`src/rtl/core/sird_pkg.sv`:
```
// Shared types, constants and the control program of the signed radix printer.
`timescale 1ns / 1ps
`default_nettype none

package sird_pkg;

   // Widths of the value path and of the configuration registers.
   localparam int VAL_W     = 32;
   localparam int CNT_W     = $clog2(VAL_W);
   localparam int NDIG      = VAL_W;
   localparam int LEN_W     = CNT_W + 1;
   localparam int BASE_W    = 5;
   localparam int WIDE_W    = BASE_W + 1;
   localparam int SYM_W     = 8;
   localparam int TBL_W     = 64;
   localparam int CSR_IDX_W = 2;

   // Configuration register indexes.
   localparam logic [CSR_IDX_W-1:0] CSR_RADIX        = 2'd0;
   localparam logic [CSR_IDX_W-1:0] CSR_SYMBOLS_LOW  = 2'd1;
   localparam logic [CSR_IDX_W-1:0] CSR_SYMBOLS_HIGH = 2'd2;

   // Sign symbols that may not appear in the digit table, and the empty symbol.
   localparam logic [SYM_W-1:0] SYM_PLUS  = 8'h2B;
   localparam logic [SYM_W-1:0] SYM_MINUS = 8'h2D;
   localparam logic [SYM_W-1:0] SYM_NONE  = 8'h00;

   // Steps of the control program.
   typedef enum logic [2:0] {
      ST_IDLE,
      ST_RANGE,
      ST_SYMCHK,
      ST_SHIFT,
      ST_SIGN,
      ST_DIGIT,
      ST_BAD
   } step_type;

   // Branch conditions a control word can test.
   typedef enum logic [2:0] {
      C_ALWAYS,
      C_START,
      C_IDX_MORE,
      C_CNT_MORE,
      C_PTR_MORE
   } cond_type;

   // Checks that divert the program to the bad-base step.
   typedef enum logic [1:0] {
      F_NONE,
      F_RANGE,
      F_SYM
   } fail_type;

   // One control word of the program.
   typedef struct packed {
      cond_type cond;
      step_type step_true;
      step_type step_false;
      fail_type fail;
      logic     load;
      logic     idx_clr;
      logic     idx_inc;
      logic     shift;
      logic     ptr_init;
      logic     emit_sign;
      logic     emit_digit;
      logic     emit_bad;
   } ctrl_word_type;

   // Status from the base checker.
   typedef struct packed {
      logic range_bad;
      logic sym_bad;
      logic idx_more;
   } chk_stat_type;

   // Status from the digit accumulator.
   typedef struct packed {
      logic neg;
      logic cnt_more;
      logic ptr_more;
      logic ptr_last;
   } acc_stat_type;

   // Everything the sequencer branches on.
   typedef struct packed {
      logic         start;
      chk_stat_type chk;
      acc_stat_type acc;
   } status_type;

   // Symbol byte for digit d out of the two table registers.
   function automatic logic [SYM_W-1:0] sym_of(input logic [TBL_W-1:0] lo,
                                               input logic [TBL_W-1:0] hi,
                                               input logic [3:0]       d);
      logic [TBL_W-1:0] row;
      row = d[3] ? hi : lo;
      return row[{d[2:0], 3'b000} +: SYM_W];
   endfunction

   // Control store: one word per step.
   function automatic ctrl_word_type ucode_rom(input step_type s);
      ctrl_word_type w;
      w = '0;
      case (s)
         ST_IDLE: begin
            w.cond       = C_START;
            w.step_true  = ST_RANGE;
            w.step_false = ST_IDLE;
            w.load       = 1'b1;
         end
         ST_RANGE: begin
            w.cond       = C_ALWAYS;
            w.step_true  = ST_SYMCHK;
            w.step_false = ST_SYMCHK;
            w.fail       = F_RANGE;
            w.idx_clr    = 1'b1;
         end
         ST_SYMCHK: begin
            w.cond       = C_IDX_MORE;
            w.step_true  = ST_SYMCHK;
            w.step_false = ST_SHIFT;
            w.fail       = F_SYM;
            w.idx_inc    = 1'b1;
         end
         ST_SHIFT: begin
            w.cond       = C_CNT_MORE;
            w.step_true  = ST_SHIFT;
            w.step_false = ST_SIGN;
            w.shift      = 1'b1;
         end
         ST_SIGN: begin
            w.cond       = C_ALWAYS;
            w.step_true  = ST_DIGIT;
            w.step_false = ST_DIGIT;
            w.ptr_init   = 1'b1;
            w.emit_sign  = 1'b1;
         end
         ST_DIGIT: begin
            w.cond       = C_PTR_MORE;
            w.step_true  = ST_DIGIT;
            w.step_false = ST_IDLE;
            w.emit_digit = 1'b1;
         end
         ST_BAD: begin
            w.cond       = C_ALWAYS;
            w.step_true  = ST_IDLE;
            w.step_false = ST_IDLE;
            w.emit_bad   = 1'b1;
         end
         default: begin
            w.cond       = C_ALWAYS;
            w.step_true  = ST_IDLE;
            w.step_false = ST_IDLE;
         end
      endcase
      return w;
   endfunction

endpackage

`default_nettype wire

```
`src/rtl/core/signed_int_to_radix_digits.sv`:
```
// Top level of the signed radix printer: registers, sequencer and datapath.
`timescale 1ns / 1ps
`default_nettype none

// A signed 32-bit value is taken when start is high and busy is low, and its
// text in the configured base comes out one symbol per rsp_valid strobe: a
// minus sign first for negative values, then the digits, most significant
// first, with rsp_last on the final one. The strobes of one value follow one
// another in back-to-back cycles and cannot be held off by the receiver. For
// a valid base, the last symbol is on the ports in the first cycle with busy
// low again; before the digits, the symbol table check reads one table entry
// per cycle and the digit accumulator takes in one magnitude bit per cycle.
// A bad base gives its single flagged result. The user must write
// configuration only while busy is low; the block itself does not enforce it.
module signed_int_to_radix_digits
   import sird_pkg::*;
#(
   parameter int MAX_BASE = 16
)
(
   input  wire logic                     clock,
   input  wire logic                     reset,
   input  wire logic                     start,
   output logic                          busy,
   input  wire logic signed [VAL_W-1:0]  req_value,
   output logic                          rsp_valid,
   output logic [SYM_W-1:0]              rsp_symbol,
   output logic                          rsp_last,
   output logic                          rsp_bad_base,
   input  wire logic                     csr_write_en,
   input  wire logic [CSR_IDX_W-1:0]     csr_index,
   input  wire logic [TBL_W-1:0]         csr_data
);

   localparam int DIG_W = $clog2(MAX_BASE);

   logic [BASE_W-1:0] radix_ff;
   logic [TBL_W-1:0]  symbols_low_ff;
   logic [TBL_W-1:0]  symbols_high_ff;

   ctrl_word_type     ctrl;
   status_type        status;
   chk_stat_type      chk_stat;
   acc_stat_type      acc_stat;
   logic [DIG_W-1:0]  cur_digit;

   logic              rsp_valid_ff;
   logic              rsp_valid_in;
   logic [SYM_W-1:0]  rsp_symbol_ff;
   logic [SYM_W-1:0]  rsp_symbol_in;
   logic              rsp_last_ff;
   logic              rsp_last_in;
   logic              rsp_bad_base_ff;
   logic              rsp_bad_base_in;

   // Configuration registers.
   always_ff @(posedge clock) begin
      if (reset) begin
         radix_ff        <= '0;
         symbols_low_ff  <= '0;
         symbols_high_ff <= '0;
      end else if (csr_write_en) begin
         case (csr_index)
            CSR_RADIX:        radix_ff        <= csr_data[BASE_W-1:0];
            CSR_SYMBOLS_LOW:  symbols_low_ff  <= csr_data;
            CSR_SYMBOLS_HIGH: symbols_high_ff <= csr_data;
            default: ;
         endcase
      end
   end

   // Sequencer status.
   always_comb begin
      status.start = start;
      status.chk   = chk_stat;
      status.acc   = acc_stat;
   end

   sird_ucode_seq u_seq (
      .clock  (clock),
      .reset  (reset),
      .status (status),
      .ctrl   (ctrl),
      .busy   (busy)
   );

   sird_base_chk #(
      .MAX_BASE (MAX_BASE)
   ) u_chk (
      .clock        (clock),
      .reset        (reset),
      .ctrl         (ctrl),
      .radix        (radix_ff),
      .symbols_low  (symbols_low_ff),
      .symbols_high (symbols_high_ff),
      .stat         (chk_stat)
   );

   sird_digit_acc #(
      .MAX_BASE (MAX_BASE)
   ) u_acc (
      .clock     (clock),
      .reset     (reset),
      .ctrl      (ctrl),
      .start     (start),
      .value     (req_value),
      .radix     (radix_ff),
      .stat      (acc_stat),
      .cur_digit (cur_digit)
   );

   // Result selection for the current step.
   always_comb begin
      rsp_valid_in    = (ctrl.emit_sign & acc_stat.neg) | ctrl.emit_digit | ctrl.emit_bad;
      rsp_last_in     = ctrl.emit_bad | (ctrl.emit_digit & acc_stat.ptr_last);
      rsp_bad_base_in = ctrl.emit_bad;
      if (ctrl.emit_bad) begin
         rsp_symbol_in = SYM_NONE;
      end else if (ctrl.emit_digit) begin
         rsp_symbol_in = sym_of(symbols_low_ff, symbols_high_ff, 4'(cur_digit));
      end else begin
         rsp_symbol_in = SYM_MINUS;
      end
   end

   // Output register: each symbol is shown for one cycle.
   always_ff @(posedge clock) begin
      if (reset) begin
         rsp_valid_ff <= 1'b0;
      end else begin
         rsp_valid_ff <= rsp_valid_in;
      end
   end

   always_ff @(posedge clock) begin
      rsp_symbol_ff   <= rsp_symbol_in;
      rsp_last_ff     <= rsp_last_in;
      rsp_bad_base_ff <= rsp_bad_base_in;
   end

   assign rsp_valid    = rsp_valid_ff;
   assign rsp_symbol   = rsp_symbol_ff;
   assign rsp_last     = rsp_last_ff;
   assign rsp_bad_base = rsp_bad_base_ff;

endmodule

`default_nettype wire

```
`src/rtl/core/sird_ucode_seq.sv`:
```
// Microcode sequencer: step register, control store lookup and branch logic.
`timescale 1ns / 1ps
`default_nettype none

module sird_ucode_seq
   import sird_pkg::*;
(
   input  wire logic          clock,
   input  wire logic          reset,
   input  wire status_type    status,
   output ctrl_word_type      ctrl,
   output logic               busy
);

   step_type step_ff;
   step_type step_in;
   logic     cond_hit;
   logic     fail_hit;

   // Control word and busy flag of the current step.
   always_comb begin
      ctrl = ucode_rom(step_ff);
      busy = (step_ff != ST_IDLE);
   end

   // Next step: a failed check wins, otherwise take the branch.
   always_comb begin
      case (ctrl.cond)
         C_ALWAYS:   cond_hit = 1'b1;
         C_START:    cond_hit = status.start;
         C_IDX_MORE: cond_hit = status.chk.idx_more;
         C_CNT_MORE: cond_hit = status.acc.cnt_more;
         C_PTR_MORE: cond_hit = status.acc.ptr_more;
         default:    cond_hit = 1'b1;
      endcase
      case (ctrl.fail)
         F_RANGE: fail_hit = status.chk.range_bad;
         F_SYM:   fail_hit = status.chk.sym_bad;
         default: fail_hit = 1'b0;
      endcase
      if (fail_hit) begin
         step_in = ST_BAD;
      end else if (cond_hit) begin
         step_in = ctrl.step_true;
      end else begin
         step_in = ctrl.step_false;
      end
   end

   // Step register.
   always_ff @(posedge clock) begin
      if (reset) begin
         step_ff <= ST_IDLE;
      end else begin
         step_ff <= step_in;
      end
   end

endmodule

`default_nettype wire

```
`src/rtl/core/sird_base_chk.sv`:
```
// Base checker: range test of the base and a walk over the symbol table.
`timescale 1ns / 1ps
`default_nettype none

module sird_base_chk
   import sird_pkg::*;
#(
   parameter int MAX_BASE = 16
)
(
   input  wire logic                clock,
   input  wire logic                reset,
   input  wire ctrl_word_type       ctrl,
   input  wire logic [BASE_W-1:0]   radix,
   input  wire logic [TBL_W-1:0]    symbols_low,
   input  wire logic [TBL_W-1:0]    symbols_high,
   output chk_stat_type             stat
);

   localparam int IDX_W = $clog2(MAX_BASE);

   logic [IDX_W-1:0] idx_ff;
   logic [IDX_W-1:0] idx_in;
   logic [SYM_W-1:0] cur_sym;
   logic             dup_hit;

   // The base must lie between two and the largest supported base.
   // The symbol under test may not be a sign nor repeat a later symbol in use.
   always_comb begin
      stat.range_bad = (radix < BASE_W'(2)) || (radix > BASE_W'(MAX_BASE));
      cur_sym = sym_of(symbols_low, symbols_high, 4'(idx_ff));
      dup_hit = 1'b0;
      for (int k = 0; k < MAX_BASE; k++) begin
         if ((BASE_W'(k) > BASE_W'(idx_ff)) && (BASE_W'(k) < radix) &&
             (sym_of(symbols_low, symbols_high, 4'(k)) == cur_sym)) begin
            dup_hit = 1'b1;
         end
      end
      stat.sym_bad  = (cur_sym == SYM_PLUS) || (cur_sym == SYM_MINUS) || dup_hit;
      stat.idx_more = (BASE_W'(idx_ff) + BASE_W'(1)) < radix;
   end

   // Table index.
   always_comb begin
      idx_in = idx_ff;
      if (ctrl.idx_clr) begin
         idx_in = '0;
      end else if (ctrl.idx_inc) begin
         idx_in = idx_ff + IDX_W'(1);
      end
   end

   always_ff @(posedge clock) begin
      if (reset) begin
         idx_ff <= '0;
      end else begin
         idx_ff <= idx_in;
      end
   end

endmodule

`default_nettype wire

```
`src/rtl/core/sird_digit_acc.sv`:
```
// Digit accumulator: shifts the magnitude in bit by bit as base-N digits.
`timescale 1ns / 1ps
`default_nettype none

module sird_digit_acc
   import sird_pkg::*;
#(
   parameter int MAX_BASE = 16
)
(
   input  wire logic                     clock,
   input  wire logic                     reset,
   input  wire ctrl_word_type            ctrl,
   input  wire logic                     start,
   input  wire logic signed [VAL_W-1:0]  value,
   input  wire logic [BASE_W-1:0]        radix,
   output acc_stat_type                  stat,
   output logic [$clog2(MAX_BASE)-1:0]   cur_digit
);

   localparam int DIG_W = $clog2(MAX_BASE);

   logic [VAL_W-1:0] mag_ff;
   logic [VAL_W-1:0] mag_in;
   logic             neg_ff;
   logic             neg_in;
   logic [CNT_W-1:0] cnt_ff;
   logic [CNT_W-1:0] cnt_in;
   logic [LEN_W-1:0] len_ff;
   logic [LEN_W-1:0] len_in;
   logic [CNT_W-1:0] ptr_ff;
   logic [CNT_W-1:0] ptr_in;
   logic [DIG_W-1:0] digits_ff [NDIG];
   logic [DIG_W-1:0] digits_in [NDIG];
   logic [NDIG:0]    gen;
   logic [NDIG:0]    prop;
   logic [NDIG:0]    alive;
   logic [NDIG:0]    csum;
   logic [NDIG:0]    carry;
   logic             load;

   assign load = ctrl.load & start;

   // Doubling a digit carries out when 2d >= base, or when 2d + 1 == base
   // and a carry comes in; the carries are resolved by one wide add.
   always_comb begin
      logic [WIDE_W-1:0] dbl;
      gen  = '0;
      prop = '0;
      for (int i = 0; i < NDIG; i++) begin
         dbl     = WIDE_W'({digits_ff[i], 1'b0});
         gen[i]  = dbl >= WIDE_W'(radix);
         prop[i] = (dbl | WIDE_W'(1)) == WIDE_W'(radix);
      end
      alive = gen | prop;
      csum  = alive + gen + (NDIG + 1)'(mag_ff[VAL_W-1]);
      carry = csum ^ alive ^ gen;
   end

   // Next digit vector: clear on load, double and add the next bit on shift.
   always_comb begin
      logic [WIDE_W-1:0] t;
      for (int i = 0; i < NDIG; i++) begin
         t = WIDE_W'({digits_ff[i], carry[i]});
         if (gen[i] | (prop[i] & carry[i])) begin
            t = t - WIDE_W'(radix);
         end
         if (load) begin
            digits_in[i] = '0;
         end else if (ctrl.shift) begin
            digits_in[i] = t[DIG_W-1:0];
         end else begin
            digits_in[i] = digits_ff[i];
         end
      end
   end

   // Magnitude, sign and counters.
   always_comb begin
      mag_in = mag_ff;
      neg_in = neg_ff;
      cnt_in = cnt_ff;
      len_in = len_ff;
      ptr_in = ptr_ff;
      if (load) begin
         neg_in = value[VAL_W-1];
         mag_in = value[VAL_W-1] ? (VAL_W'(0) - $unsigned(value)) : $unsigned(value);
         cnt_in = '0;
         len_in = LEN_W'(1);
      end else if (ctrl.shift) begin
         mag_in = {mag_ff[VAL_W-2:0], 1'b0};
         cnt_in = cnt_ff + CNT_W'(1);
         len_in = len_ff + LEN_W'(carry[len_ff]);
      end
      if (ctrl.ptr_init) begin
         ptr_in = CNT_W'(len_ff - LEN_W'(1));
      end else if (ctrl.emit_digit) begin
         ptr_in = ptr_ff - CNT_W'(1);
      end
   end

   // Status to the sequencer and the digit being printed.
   always_comb begin
      stat.neg      = neg_ff;
      stat.cnt_more = (cnt_ff != CNT_W'(VAL_W - 1));
      stat.ptr_more = (ptr_ff != '0);
      stat.ptr_last = (ptr_ff == '0);
      cur_digit     = digits_ff[ptr_ff];
   end

   // Counters are control state; the value path needs no reset.
   always_ff @(posedge clock) begin
      if (reset) begin
         cnt_ff <= '0;
         len_ff <= LEN_W'(1);
         ptr_ff <= '0;
      end else begin
         cnt_ff <= cnt_in;
         len_ff <= len_in;
         ptr_ff <= ptr_in;
      end
   end

   always_ff @(posedge clock) begin
      mag_ff    <= mag_in;
      neg_ff    <= neg_in;
      digits_ff <= digits_in;
   end

endmodule

`default_nettype wire

```
`config.mk`:
```
export PLATFORM = sky130hd
export DESIGN_NAME = signed_int_to_radix_digits
export DESIGN_NICKNAME = d
export VERILOG_FILES = /design/src/rtl/core/sird_pkg.sv /design/src/rtl/core/signed_int_to_radix_digits.sv /design/src/rtl/core/sird_ucode_seq.sv /design/src/rtl/core/sird_base_chk.sv /design/src/rtl/core/sird_digit_acc.sv
export SDC_FILE = /design/constraint.sdc
export NUM_CORES = 1
export LEC_CHECK = 0
export ABC_AREA = 1
export BUFFER_PORTS_ARGS = -buffer_cell sky130_fd_sc_hd__buf_2
export CAP_MARGIN = 15
export CORE_AREA = 4 4 317 226
export CTS_CLUSTER_SIZE = 20
export DETAILED_ROUTE_END_ITERATION = 16
export DIE_AREA = 0 0 321 230
export PLACE_DENSITY = 0.51
export SYNTH_ARGS = -nofsm -noshare
export SYNTH_HDL_FRONTEND = slang
export SYNTH_SLANG_ARGS = --single-unit
```
`constraint.sdc`:
```
create_clock -name clock -period 14.1 [get_ports clock]
set_clock_uncertainty 0.15 [all_clocks]
set_input_delay 2.115 -clock clock [delete_from_list [all_inputs] [get_ports clock]]
set_output_delay 2.115 -clock clock [all_outputs]
set_load 0.03 [all_outputs]
```
# Word level (Yosys, flattened, before mapping)
# Index checks and enable logic that the tools add are counted.
[op_classes] add_sub_neg=41 magnitude_cmp=67 eq_ne=64 shift=2 n_mux=73 bitwise=75 n_reduce_logical=47
[op_table] operator="5-bit == test" n=32
[op_table] operator="5-bit greater-or-equal comparator" n=32
[op_table] operator="4-bit two-way mux" n=34
[op_table] operator="64-bit two-way mux" n=2
[op_table] operator="64-bit by 7-bit variable part select with 8-bit output" n=2
[op_table] operator="4-bit subtractor" n=32
[op_table] operator="8-bit == test" n=15
[op_table] operator="32-bit two-way mux" n=3
[op_table] operator="9-bit one-hot mux with 6 select lines" n=1
[op_table] operator="4-bit by 5-bit < comparator with 1-bit output, first input constant" n=8
[op_table] operator="1-bit AND" n=35
[op_table] operator="1-bit OR" n=35
[op_table] operator="33-bit by 1-bit adder with 33-bit output" n=1
[op_table] operator="33-bit by 32-bit adder with 33-bit output" n=1
[op_table] operator="33-bit by 32-bit XOR with 33-bit output" n=1
[op_table] operator="33-bit XOR" n=1
[op_table] operator="4-bit greater-than comparator, first input constant" n=8
[op_table] operator="32-bit OR" n=1
[op_table] operator="1-bit by 32-bit subtractor with 32-bit output, first input constant" n=1
[op_table] operator="1-bit logical AND" n=30
[op_table] operator="1-bit two-way mux" n=22
[op_table] operator="4-bit binary-select mux with 5-bit select" n=1
[op_table] operator="3-bit by 5-bit < comparator with 1-bit output, first input constant" n=4
[op_table] operator="8-bit by 6-bit == test with 1-bit output, second input constant" n=2
[op_table] operator="other kinds (40)" n=65
[totals] register_bits=328 in_bits=102 out_inout_bits=12 word_cells=417

# Longest topological paths before layout
[depth] ltp_word=22 depth_mapped=30 ltp_nobuf=30

# Modules after synthesis
# Synthesis repeated with hierarchy kept, for this count alone.
[unflattened] hier_cells=4515 hier_area_um2=28252.1
[by_module_without_submodules] mod="sird_digit_acc" instances=1 cells_per_inst=2630 area_per_inst_um2=17364.2 seq_area_each_um2=3873.7
[by_module_without_submodules] mod="signed_int_to_radix_digits" instances=1 cells_per_inst=863 area_per_inst_um2=6113.4 seq_area_each_um2=2882.8
[by_module_without_submodules] mod="sird_base_chk" instances=1 cells_per_inst=949 area_per_inst_um2=4347.9 seq_area_each_um2=80.1
[by_module_without_submodules] mod="sird_ucode_seq" instances=1 cells_per_inst=73 area_per_inst_um2=426.7 seq_area_each_um2=60.1

# Worst setup path after synthesis
# Ideal clock, no wire load.
[synth_timing] kind="register -> register" start="reg radix_ff[1]" end="reg u_acc.len_ff[4]" setup_ns=0.120 t_arrival_ns=6.191 required_time_ns=13.830 slack_ns=7.639 path_stages_with_launch=28 n_path_buf=1 synth_period_minus_slack_ns=6.461 cell_sequence="dfxtp_1 -> inv_1 -> ha_1 -> nand2_1 -> nor2_1 -> nand3_1 -> nand3_1 -> clkbuf_1 -> ha_1 -> nand3b_1 -> nand2_1 -> nand2_1 -> nand2_1 -> o21bai_1 -> nand2_1 -> nand4_1 -> nand2_1 -> nor2_1 -> nand2_1 -> nand3_1 -> nand2_1 -> a21oi_1 -> ha_1 -> ha_1 -> nand2_1 -> nor3_1 -> xnor2_1 -> nor2_1"
[synth_via] elab_chain_cells=9 elab_cells_between_ends=72 classes_between="add/sub: 3; order compare: 32; eq/ne: 32; mux: 2; bitwise: 3"
[synth_rtl] element="start, declared" line="signed_int_to_radix_digits.sv:37" source="logic [BASE_W-1:0] radix_ff;"
[synth_rtl] element="start signal, assigned" line="signed_int_to_radix_digits.sv:64" source="CSR_RADIX: radix_ff <= csr_data[BASE_W-1:0];"
[synth_rtl] element="5-bit greater-or-equal comparator or 5-bit == test (tied branches)" line="sird_digit_acc.sv:52, sird_digit_acc.sv:53"
[synth_rtl] element="32-bit OR" line="sird_digit_acc.sv:55" source="alive = gen | prop;"
[synth_rtl] element="33-bit by 32-bit adder with 33-bit output" line="sird_digit_acc.sv:56" source="csum = alive + gen + (NDIG + 1)'(mag_ff[VAL_W-1]);"
[synth_rtl] element="33-bit by 1-bit adder with 33-bit output" line="sird_digit_acc.sv:56"
[synth_rtl] element="33-bit XOR" line="sird_digit_acc.sv:57" source="carry = csum ^ alive ^ gen;"
[synth_rtl] element="33-bit by 32-bit XOR with 33-bit output *" line="sird_digit_acc.sv:57"
[synth_rtl] element="1-bit binary-select mux with 6-bit select *" line="sird_digit_acc.sv:93" source="len_in = len_ff + LEN_W'(carry[len_ff]);"
[synth_rtl] element="1-bit two-way mux (implied by the code) *" line="sird_digit_acc.sv:93"
[synth_rtl] element="6-bit by 1-bit adder with 6-bit output *" line="sird_digit_acc.sv:93"
[synth_rtl] element="end signal, assigned" line="sird_digit_acc.sv:119" source="len_ff <= len_in;"
[synth_rtl] element="end, declared" line="sird_digit_acc.sv:29" source="logic [LEN_W-1:0] len_ff;"
# Mark *: on every way between the ends. The rest lies on a longest branch, timed or not. The select of a mux whose other input is x is not followed.
# A chain may end at the register's enable or synchronous reset.

# Worst setup path after layout
[layout_timing] start="reg radix_ff[2]" end="reg u_acc.len_ff[4]"
# Same word-level chain as after synthesis.

==> results.py <==
metrics = {
    "outcome": {
        "status": "completed",
    },
    "worst_setup_path": {
        "rr_worst_depth": 28,
        "arrival_ns": 6.17,
        "start_kind": "flip-flop",
        "worstSetupPathType": "reg -> reg",
        "rrSetupSlack_ns": 8.24,
        "slowest_stage": "buf_4",
        "timing.rr.end": "u_acc.len_ff[4]$_SDFFE_PP0P_",
        "crit_path_max_incr_delay_ns": 0.54,
        "crit_fanout": 25,
        "rr_startpoint": "radix_ff[2]$_SDFFE_PP0P_",
        "crit_path_frequent_cell": "nand2_1",
        "cp-end-kind": "flip-flop",
        "required_ns": 14.41,
    },
    "timing": {
        "rsz0062_at_grt": "no",
        "fin_setup_tns_ns": 0,
        "worst_pin_slew_ns": 0.926,
        "setup_viol": 0,
        "hold_viol_final": 0,
        "fmax_mhz": 171,
        "drv_slew": 0,
        "min_period_ns": 5.86,
        "fin_crit_sh": 0.415,
        "max-slew-margin-rel": 0.383,
    },
    "placed_design": {
        "place.gp.congestion": 0.955,
        "numPortBuffers": 113,
        "dp_hpwl_um": 77300,
    },
    "clock_tree": {
        "cts.clk_slew.worst_paths_ns": 0.06,
        "cts_buffer_depth": 3,
        "clock-sinks": 328,
        "cts_setup_buffers": 0,
        "insertion_delay_ns": 0.60,
        "root_buffer": "clkbuf_16",
        "numCtsBuffers": 39,
        "cts_hold_buf": 0,
        "cts_tree": "built",
        "h-tree-depth": 2,
        "cts-resized-gates": 0,
    },
    "logic_synthesis": {
        "synth_edf_count": 33,
        "syn_inst": 4229,
        "synth_area_sq_um": 27200,
        "yosysSeqAreaShare": 0.254,
        "syn_nets": 4541,
        "yosysTopAreaCell": "dfxtp_1",
        "synth_area_leaders": "dfxtp_1 (22%), nand2_1 (14%), o21ai_0 (8.8%)",
        "netlist.area_leader.share": 0.217,
        "avgSynthCellArea_sq_um": 6.43,
        "yosysWarnings": 0,
        "yosys_register_bits": 328,
        "ys_types": 56,
        "synth-async-reset-ratio": 0,
        "synthFlopType": "dfxtp_1",
    },
    "drt": {
        "firstDrtPassIters": 6,
        "wl_per_cell_um": 20.8,
        "vias": 28400,
        "wl_um": 108000,
        "drc": 0,
        "drt_iter0_drc": 3683,
        "viasPerCell": 5.49,
        "ant_nets": 0,
    },
    "global_route": {
        "grt_overflow_total": 0,
        "grt_max_degree": 98,
        "globalRouteMet3Util": 0.0750,
        "track_usage": 0.284,
        "use_met1": 0.458,
        "busiest_layer": "met1",
        "grt_pass1_vias": 26000,
        "use_met2": 0.365,
        "antenna_found_initial": 2,
        "grt_pass1_wl_um": 162000,
    },
    "final_layout": {
        "fin_util": 0.427,
        "regArea_sq_um": 6910,
        "area_growth_pct": 8.28,
        "final_cell_mix": "nand2_1 (997), o21ai_0 (478), inv_1 (452), a21oi_1 (393), nor2_1 (344)",
        "drive_gt1_frac": 0.0813,
        "final_nets": 4544,
        "final_common_cell": "nand2_1",
        "fillCellCount": 7516,
        "multi_input_area_sq_um": 17400,
    },
    "worst_hold_path": {
        "min_to": "u_acc.cnt_ff[4]$_SDFFE_PP0P_",
        "hold_start": "u_acc.cnt_ff[4]$_SDFFE_PP0P_",
        "hold_depth": 2,
        "min_path_type": "reg -> reg",
    },
    "floorplan": {
        "io_pins": 114,
        "die_area_sq_um": 73800,
        "start_util": 0.394,
        "die_h_um": 230,
        "num_rows": 81,
        "die_w_um": 321,
        "core_area_sq_um": 68900,
    },
    "power": {
        "irDropWorstVdd_mv": 0.0967,
        "power_uw": 6820,
        "p_leak_uw": 0.0132,
        "powerDensity_nw_per_um2": 232,
    },
    "job": {
        "drv_cap": 0,
    },
}
[synth_stat cells, types with 3 or more instances]
master,instances
inv_1,458
buf_2,37
fa_1,32
o21ai_0,478
ha_1,178
a31oi_1,7
a21oi_1,393
nor2_2,31
nand3b_1,3
or2_2,5
clkinv_1,7
nand2_1,999
nand2_2,16
dfxtp_1,295
nand3_1,323
a211oi_1,4
inv_2,34
o21ai_2,9
buf_6,24
a32o_1,8
xnor2_1,58
a22o_1,4
nor3_2,4
nand3_2,12
o21ai_1,49
inv_4,4
nor3_1,16
a21oi_2,3
nor4_1,3
a22oi_1,3
buf_1,12
edfxtp_1,33
clkbuf_1,91
a21o_1,9
o211ai_1,60
nand2_4,8
buf_4,16
o22ai_1,13
o21bai_1,10
nor2_1,345
xor2_1,72
nand4_1,45
[flip-flops by register name (all words and copies together), names as in the netlist, 3 cells and up]
register,flops
symbols_low_ff,64
symbols_high_ff,64
u_seq.step_ff,3
u_acc.mag_ff,32
u_chk.idx_ff,4
u_acc.ptr_ff,5
u_acc.cnt_ff,5
radix_ff,5
u_acc.len_ff,6
u_acc.digits_ff,128
rsp_symbol,8
[per-layer routing]
| layer | up-vias | routed length (um) |
|---|---|---|
| li1 | 14000 | - |
| met1 | 13000 | 54400 |
| met2 | 1241 | 38900 |
| met3 | 124 | 12200 |
| met4 | 2 | 2020 |
| met5 | - | 11 |
[how the worst max path moves through the flow]
stage	start	end	slack [ns]	cells past startpoint
after floorplan	radix_ff[1]$_SDFFE_PP0P_	u_acc.len_ff[4]$_SDFFE_PP0P_	7.64	27
after global routing	radix_ff[1]$_SDFFE_PP0P_	u_acc.len_ff[4]$_SDFFE_PP0P_	7.81	27
after CTS	radix_ff[2]$_SDFFE_PP0P_	u_acc.len_ff[4]$_SDFFE_PP0P_	8.35	28
final	radix_ff[2]$_SDFFE_PP0P_	u_acc.len_ff[4]$_SDFFE_PP0P_	8.24	28
after global placement	radix_ff[1]$_SDFFE_PP0P_	u_acc.len_ff[4]$_SDFFE_PP0P_	8.52	27
after detailed placement	radix_ff[2]$_SDFFE_PP0P_	u_acc.len_ff[4]$_SDFFE_PP0P_	8.38	28
[critical path, delay by kind of cell (launching register included)]
family                     cells  cell delay [ns]
AOI/OAI and AO/OA              3             0.46
buffers and inverters          2             0.94
DFF                            1             0.38
and+or+nand+nor               18             2.44
adders and majority gates      4             1.16
xor gates and xnor gates       1             0.18
[power by group]
group	internal [uW]	switching, uW	total [uW]
sequential	1160	157	1310
combinational	1250	3210	4460
clock	592	458	1050
[logic make-up (layout without fill, tap and decap cells)]
family / Yosys count / after routing / synth area share
adders and majority gates: 210 / 210 / 0.105
AOI/OAI and AO/OA: 1057 / 1057 / 0.208
other: 0 / 1 / 0
xor gates and xnor gates: 130 / 130 / 0.0419
buffers and inverters: 686 / 715 / 0.107
and+or+nand+nor: 1818 / 1818 / 0.284
DFF: 328 / 328 / 0.254
[layout make-up]
type | count | area share
tap | 913 | 0.0388
clock buffer | 55 | 0.0383
multi-input combinational | 3215 | 0.592
clock inverter | 12 | 0.00404
inverter | 504 | 0.0649
antenna | 1 | 0.0000850
sequential | 328 | 0.235
timing repair buffer | 144 | 0.0271
[through the flow]
stage / area [sq um] / std cells / hold WS, ns / setup slack (ns)
floorplan: 27200 / 4229 / 0.294 / 7.64
global placement: 28200 / 5104 / 0.311 / 8.52
detailed placement: 28200 / 5104 / 0.314 / 8.38
CTS: 29400 / 5171 / 0.324 / 8.35
global route: 29400 / 5171 / 0.352 / 7.81
finish: 29400 / 5172 / 0.320 / 8.24
Power figures use the tool's default switching activity.
